--- src/hw/rtl/clint_pkg.sv ---
// Shared types and constants for the core-local timer and interrupt block.
`default_nettype none

package clint_pkg;

  localparam int unsigned NUM_HARTS_DEFAULT = 4;

  // 15625/512 truncates to 30 microsecond ticks per time count increment.
  localparam logic [15:0] PRESCALE_RESET = 16'(15625 / 512);

  localparam logic [15:0] CMP_BASE  = 16'h4000;
  localparam logic [15:0] TIME_BASE = 16'hBFF8;
  localparam logic [15:0] TIME_HI   = 16'hBFFC;

  typedef enum logic [1:0] {
    CMD_TICK  = 2'd0,
    CMD_READ  = 2'd1,
    CMD_WRITE = 2'd2
  } cmd_t;

  // Per-hart strobes for one executed transaction.
  typedef struct packed {
    logic tick;
    logic sw_wr;
    logic cmp_wr;
    logic cmp_hi;
  } hart_ctl_t;

  typedef struct packed {
    logic [63:0] cmp;
    logic        timer_pend;
    logic        sw_pend;
  } hart_stat_t;

endpackage

`default_nettype wire

--- src/hw/rtl/clint_hart.sv ---
// One hart's compare register, timer pending bit and software pending bit.
`default_nettype none

module clint_hart (
  input  wire logic                  clk,
  input  wire logic                  rst,
  input  wire clint_pkg::hart_ctl_t  ctl,
  input  wire logic [31:0]           wdata,
  input  wire logic [63:0]           time_now,
  input  wire logic [63:0]           time_tick,
  output clint_pkg::hart_stat_t      stat
);

  logic [63:0] cmp;
  logic        timer_pend;
  logic        sw_pend;
  logic [63:0] cmp_next;

  assign cmp_next = ctl.cmp_hi ? {wdata, cmp[31:0]} : {cmp[63:32], wdata};

  always_ff @(posedge clk) begin
    if (rst) begin
      cmp        <= '1;
      timer_pend <= 1'b0;
      sw_pend    <= 1'b0;
    end else begin
      if (ctl.cmp_wr) begin
        cmp        <= cmp_next;
        timer_pend <= (time_now >= cmp_next);
      end else if (ctl.tick && (time_tick >= cmp)) begin
        // a tick only ever sets the pending bit
        timer_pend <= 1'b1;
      end
      if (ctl.sw_wr) begin
        sw_pend <= wdata[0];
      end
    end
  end

  assign stat.cmp        = cmp;
  assign stat.timer_pend = timer_pend;
  assign stat.sw_pend    = sw_pend;

endmodule

`default_nettype wire

--- src/hw/rtl/core_local_timer_interruptor.sv ---
// Top level of the core-local timer and interrupt block.
//
//   channel  | direction | handshake            | payload
//   ---------+-----------+----------------------+---------------------------------------
//   in       | input     | in_valid / in_ready  | command, address, write_data
//   out      | output    | out_valid / out_ready| read_data, timer_irq, software_irq,
//            |           |                      | access_error
//   cfg      | input     | cfg_we (no wait)     | cfg_wdata (prescale divisor)
//
// A transaction accepted into the input register then runs a single pass of decode, 64-bit
// compares and state update into the result register, which offers the result; this waits
// while the result register holds an undrained result. One transaction per cycle is
// sustained while out_ready holds high; in_ready stays high while the result register is
// free or being drained. Stalls on out_ready back up into the input register. Reset is
// synchronous for valid, timer and hart state; the data registers are not reset.
`default_nettype none

module core_local_timer_interruptor #(
  parameter int unsigned NUM_HARTS = clint_pkg::NUM_HARTS_DEFAULT
) (
  input  wire logic        clk,
  input  wire logic        rst,
  input  wire logic        in_valid,
  output logic             in_ready,
  input  wire logic [1:0]  command,
  input  wire logic [15:0] address,
  input  wire logic [31:0] write_data,
  output logic             out_valid,
  input  wire logic        out_ready,
  output logic [31:0]      read_data,
  output logic [3:0]       timer_irq,
  output logic [3:0]       software_irq,
  output logic             access_error,
  input  wire logic        cfg_we,
  input  wire logic [15:0] cfg_wdata
);

  localparam int unsigned HART_W = (NUM_HARTS > 1) ? $clog2(NUM_HARTS) : 1;
  localparam logic [16:0] SOFT_END = 17'(4 * NUM_HARTS);
  localparam logic [16:0] CMP_END  = 17'(16384 + 8 * NUM_HARTS);

  // input register
  logic        s1_valid;
  logic [1:0]  s1_cmd;
  logic [15:0] s1_addr;
  logic [31:0] s1_wdata;

  // timer state
  logic [15:0] divisor;
  logic [15:0] pcount;
  logic [63:0] time_count;
  logic [63:0] time_p1;      // always time_count + 1
  logic        bump;
  logic [63:0] time_tick;

  logic advance;
  logic exec;
  logic is_tick;
  logic is_read;
  logic is_write;
  logic aligned;
  logic sw_hit;
  logic cmp_hit;
  logic time_hit;
  logic [15:0] cmp_off;
  logic [HART_W-1:0] sw_idx;
  logic [HART_W-1:0] cmp_idx;
  logic [31:0] rdata_next;
  logic        err_next;

  clint_pkg::hart_ctl_t  ctl  [NUM_HARTS];
  clint_pkg::hart_stat_t stat [NUM_HARTS];

  assign advance  = !out_valid || out_ready;
  assign in_ready = !s1_valid || advance;
  assign exec     = s1_valid && advance;

  always_ff @(posedge clk) begin
    if (rst) begin
      s1_valid <= 1'b0;
    end else if (in_ready) begin
      s1_valid <= in_valid;
    end
  end

  always_ff @(posedge clk) begin
    if (in_valid && in_ready) begin
      s1_cmd   <= command;
      s1_addr  <= address;
      s1_wdata <= write_data;
    end
  end

  always_comb begin
    is_tick  = 1'b0;
    is_read  = 1'b0;
    is_write = 1'b0;
    unique case (s1_cmd)
      clint_pkg::CMD_TICK:  is_tick  = exec;
      clint_pkg::CMD_READ:  is_read  = exec;
      clint_pkg::CMD_WRITE: is_write = exec;
      default: ;  // unused code: no effect
    endcase
  end

  // address decode
  assign aligned  = (s1_addr[1:0] == 2'b00);
  assign sw_hit   = aligned && ({1'b0, s1_addr} < SOFT_END);
  assign cmp_off  = s1_addr - clint_pkg::CMP_BASE;
  assign cmp_hit  = aligned && (s1_addr >= clint_pkg::CMP_BASE)
                    && ({1'b0, s1_addr} < CMP_END);
  assign time_hit = (s1_addr == clint_pkg::TIME_BASE) || (s1_addr == clint_pkg::TIME_HI);
  assign sw_idx   = s1_addr[HART_W+1:2];
  assign cmp_idx  = cmp_off[HART_W+2:3];

  // prescaler wraps when count+1 reaches the divisor; a zero divisor acts as one
  assign bump      = ({1'b0, pcount} + 17'd1) >= {1'b0, divisor};
  assign time_tick = bump ? time_p1 : time_count;

  always_ff @(posedge clk) begin
    if (rst) begin
      divisor    <= clint_pkg::PRESCALE_RESET;
      pcount     <= '0;
      time_count <= '0;
      time_p1    <= 64'd1;
    end else begin
      if (cfg_we) begin
        divisor <= cfg_wdata;
      end
      if (is_tick) begin
        if (bump) begin
          pcount     <= '0;
          time_count <= time_p1;
          time_p1    <= time_p1 + 64'd1;
        end else begin
          pcount <= pcount + 16'd1;
        end
      end
    end
  end

  for (genvar h = 0; h < NUM_HARTS; h++) begin : g_hart
    assign ctl[h].tick   = is_tick;
    assign ctl[h].sw_wr  = is_write && sw_hit && (sw_idx == HART_W'(h));
    assign ctl[h].cmp_wr = is_write && cmp_hit && (cmp_idx == HART_W'(h));
    assign ctl[h].cmp_hi = cmp_off[2];

    clint_hart u_hart (
      .clk       (clk),
      .rst       (rst),
      .ctl       (ctl[h]),
      .wdata     (s1_wdata),
      .time_now  (time_count),
      .time_tick (time_tick),
      .stat      (stat[h])
    );
  end

  always_comb begin
    rdata_next = '0;
    if (is_read) begin
      priority if (sw_hit) begin
        rdata_next = {31'd0, stat[sw_idx].sw_pend};
      end else if (cmp_hit) begin
        rdata_next = cmp_off[2] ? stat[cmp_idx].cmp[63:32] : stat[cmp_idx].cmp[31:0];
      end else if (time_hit) begin
        rdata_next = s1_addr[2] ? time_count[63:32] : time_count[31:0];
      end
    end
  end

  assign err_next = (is_read || is_write) && !(sw_hit || cmp_hit || time_hit);

  // result register
  always_ff @(posedge clk) begin
    if (rst) begin
      out_valid <= 1'b0;
    end else if (advance) begin
      out_valid <= s1_valid;
    end
  end

  always_ff @(posedge clk) begin
    if (exec) begin
      read_data    <= rdata_next;
      access_error <= err_next;
    end
  end

  // pending state only changes when a new result is loaded, so it matches the held result
  for (genvar i = 0; i < 4; i++) begin : g_irq
    if (i < NUM_HARTS) begin : g_on
      assign timer_irq[i]    = stat[i].timer_pend;
      assign software_irq[i] = stat[i].sw_pend;
    end else begin : g_off
      assign timer_irq[i]    = 1'b0;
      assign software_irq[i] = 1'b0;
    end
  end

  a_time_p1 : assert property (@(posedge clk) disable iff (rst)
    time_p1 == time_count + 64'd1)
    else $error("time_p1 out of step with time_count");

  a_err_no_data : assert property (@(posedge clk) disable iff (rst)
    out_valid && access_error |-> read_data == 32'd0)
    else $error("access error returned nonzero read data");

  a_time_only_tick : assert property (@(posedge clk) disable iff (rst)
    !is_tick |=> time_count == $past(time_count))
    else $error("time counter moved without a tick");

  a_ready_free : assert property (@(posedge clk) disable iff (rst)
    !out_valid |-> in_ready)
    else $error("input stalled with an empty result register");

endmodule

`default_nettype wire
--- config.mk ---
export PLATFORM = sky130hd
export DESIGN_NAME = core_local_timer_interruptor
export DESIGN_NICKNAME = d
export VERILOG_FILES = /design/src/hw/rtl/clint_pkg.sv /design/src/hw/rtl/clint_hart.sv /design/src/hw/rtl/core_local_timer_interruptor.sv
export SDC_FILE = /design/constraint.sdc
export NUM_CORES = 2
export LEC_CHECK = 0
export BUFFER_PORTS_ARGS = -buffer_cell sky130_fd_sc_hd__buf_2
export CAP_MARGIN = 20
export CELL_PAD_IN_SITES_DETAIL_PLACEMENT = 1
export CELL_PAD_IN_SITES_GLOBAL_PLACEMENT = 2
export CORE_MARGIN = 2
export CORE_UTILIZATION = 43
export CTS_CLUSTER_SIZE = 24
export DETAILED_ROUTE_END_ITERATION = 6
export PLACE_DENSITY_LB_ADDON = 0.12
export SYNTH_ARGS = -nofsm -noshare
export SYNTH_HDL_FRONTEND = slang
export SYNTH_SLANG_ARGS = --single-unit
--- constraint.sdc ---
create_clock -name clk -period 14 [get_ports clk]
set_input_delay 0.7 -clock clk [delete_from_list [all_inputs] [get_ports clk]]
set_output_delay 0.7 -clock clk [all_outputs]
set_load 0.03 [all_outputs]
==> results.sh <==
export IMPL_post_synth_num_cell_types=66
export IMPL_cts_tree="done"
export IMPL_rows=106
export IMPL_drive_above_1_share_pct=9.94
export IMPL_ant_nets=0
export IMPL_startpoint_type="register"
export IMPL_synthCells=4039
export IMPL_cap_viol_max_count=0
export IMPL_clockBufferDepth=3
export IMPL_fmax_ghz=0.145
export IMPL_avgSynthCellArea_sq_um=8.90
export IMPL_wl_per_cell_um=26.7
export IMPL_mostFrequentLayoutCells="nand2_1, ha_1, dfxtp_1, a21oi_1, o211ai_1"
export IMPL_synth_area_leader_cell="dfxtp_1"
export IMPL_drv_slew=0
export IMPL_grt_pass1_wl_um=209000
export IMPL_end_kind="register"
export IMPL_cts_hold_buf=0
export IMPL_cts_root_buf="clkbuf_16"
export IMPL_critical_path_top_delay_family="simple AND/OR/NAND/NOR gates"
export IMPL_cp_max_fo=40
export IMPL_netlist_area_sq_um=35900
export IMPL_synth_edf_count=83
export IMPL_cts_clk_slew_worst_paths_ns=0.06
export IMPL_timing_critical_path_buf_inv=2
export IMPL_gp_congestion=0.911
export IMPL_nets=4640
export IMPL_period_minus_slack_ns=6.89
export IMPL_worstMarginPinSlew_ns=1.31
export IMPL_synthToLayoutAreaGrowth_pct=10.5
export IMPL_ctsHtreeMaxLevel=3
export IMPL_grt_pass1_vias=32340
export IMPL_powerDensity_nw_per_um2=91.3
export IMPL_drtIter0Drc=2325
export IMPL_status="complete, no violations"
export IMPL_synth_seq_cells=509
export IMPL_fin_ws_ns=7.11
export IMPL_post_cts_setup_buffer_count=0
export IMPL_coreArea_sq_um=83200
export IMPL_dpl_hpwl_um=103000
export IMPL_async_reset_ff_share_pct=0
export IMPL_crit_path_top_delay_cell="buf_4"
export IMPL_setup_viol=0
export IMPL_rsz0062_at_grt="false"
export IMPL_synthTopCellsByArea="dfxtp_1, ha_1, edfxtp_1"
export IMPL_critPathArrivalTime_ns=7.43
export IMPL_grt_antenna_before_repair=6
export IMPL_cts_sinks=509
export IMPL_final_period_utilization_pct=49.2
export IMPL_synth_top_area_share_pct=23.7
export IMPL_routed_wl_um=138000
export IMPL_vias_per_cell=6.17
export IMPL_required_ns=14.54
export IMPL_io_pins=114
export IMPL_ir_drop_v=0.0000930
export IMPL_drtPass1Iterations=5
export IMPL_synthFlopType="dfxtp_1"
export IMPL_yosysSeqAreaShare_pct=30.7
export IMPL_ys_warn_count=0
export IMPL_cts_buffers=67
export IMPL_cpPeakStageDelay_ns=0.65
export IMPL_fp_dieW_um=293
export IMPL_worstSetupPathType="register to register"
export IMPL_cts_resized=0
export IMPL_mostFrequentLayoutCell="nand2_1"
export IMPL_holdCritPathClass="input pin to register"
export IMPL_drcViolationCount=0
export IMPL_p_leak_nw=21.1
export IMPL_max_slew_margin_pct=12.4
export IMPL_grt_max_degree=163
export IMPL_fp_dieArea_sq_um=85900
export IMPL_overflow=0
export IMPL_finalHoldViolations=0
export IMPL_grt_use_total_pct=32.1
export IMPL_power_w=0.00363
export IMPL_start_util_pct=43.2
export IMPL_port_buffer_count=113
export IMPL_die_h_um=293
export IMPL_setup_tns_ns=0
export IMPL_via_count=31923
export IMPL_worst_clock_skew_ns=0.0237
export IMPL_clk_latency_ns=0.64
export IMPL_pre_cts_slack_ns=7.16
export IMPL_synth_fp_nets=4640
-- metrics by stage --
step	utilization, %	area [sq um]	hold WS [ns]	std cells
2_1_floorplan	-	35900	0.441	4039
3_5_place_dp	44.9	37400	0.474	5050
3_3_place_gp	44.9	37400	0.466	5050
6_report	47.7	39700	0.233	5175
4_1_cts	47.7	39700	0.200	5174
5_1_grt	47.7	39700	0.213	5174
-- logic make-up after synthesis --
| family | Yosys count | synth area share, % |
|---|---|---|
| buffers and inverters | 502 | 5.43 |
| AOI/OAI and AO/OA | 992 | 17.9 |
| DFF | 509 | 30.7 |
| muxes | 339 | 11.9 |
| xor gates and xnor gates | 74 | 1.80 |
| adders and majority gates | 530 | 18.5 |
| and+or+nand+nor | 1093 | 13.8 |
-- synth_stat cells, types with 16 or more instances --
library cell,n
nand2_1,537
ha_1,530
dfxtp_1,426
a21oi_1,371
o211ai_1,281
inv_1,280
mux2i_1,211
nor2_1,205
clkbuf_1,165
o21ai_0,101
nand4_1,93
edfxtp_1,83
mux4_2,65
mux2_2,63
a21o_1,60
xor2_1,57
nand3_1,54
nor2b_1,45
nor3_1,37
o2111ai_1,31
o22a_1,31
buf_1,28
a211oi_1,25
and3_1,24
xnor2_1,17
and4_1,16
buf_2,16
nor4_1,16
or4_1,16
-- flip-flops by register name (all words and copies together), names as in the netlist, 4 cells and up --
name	flops
divisor	16
g_hart.u_hart.cmp	256
g_hart.u_hart.sw_pend	4
g_hart.u_hart.timer_pend	4
pcount	16
read_data	32
s1_addr	16
s1_wdata	32
time_count	64
time_p1	64
-- final cells by class --
cell class / instances / area (sq um)
Fill cell: 9541 / 43500
Multi-Input combinational cell: 3028 / 23000
Sequential cell: 509 / 11000
Clock buffer: 83 / 1770
Tap cell: 1080 / 1350
Inverter: 281 / 1060
Timing Repair Buffer: 152 / 902
Clock inverter: 41 / 581
Antenna cell: 1 / 2.50
-- per-layer routing --
layer | wire, um | global-route usage (%)
met1 | 64900 | 45.7
met2 | 61700 | 50.7
met3 | 7650 | 4.36
met4 | 3980 | 8.93
met5 | 40 | 0
-- power breakdown --
part	internal (W)	switching [W]
logic	0.0000776	0.000157
clock network	0.00111	0.000758
registers	0.00150	0.0000170
total	0.00269	0.000932
-- final timing paths --
kind / end / depth (start not counted) / slack [ns] / start
worst min register to register: pcount[1] / 2 / 0.48 / pcount[1]
worst max-delay path: g_hart[2].u_hart.timer_pend / 26 / 7.11 / pcount[0]
worst max register to register: g_hart[2].u_hart.timer_pend / 26 / 7.11 / pcount[0]
worst min-delay path: s1_wdata[12] / 1 / 0.23 / write_data[12]
Note: power is estimated with default switching activity, not from simulation.
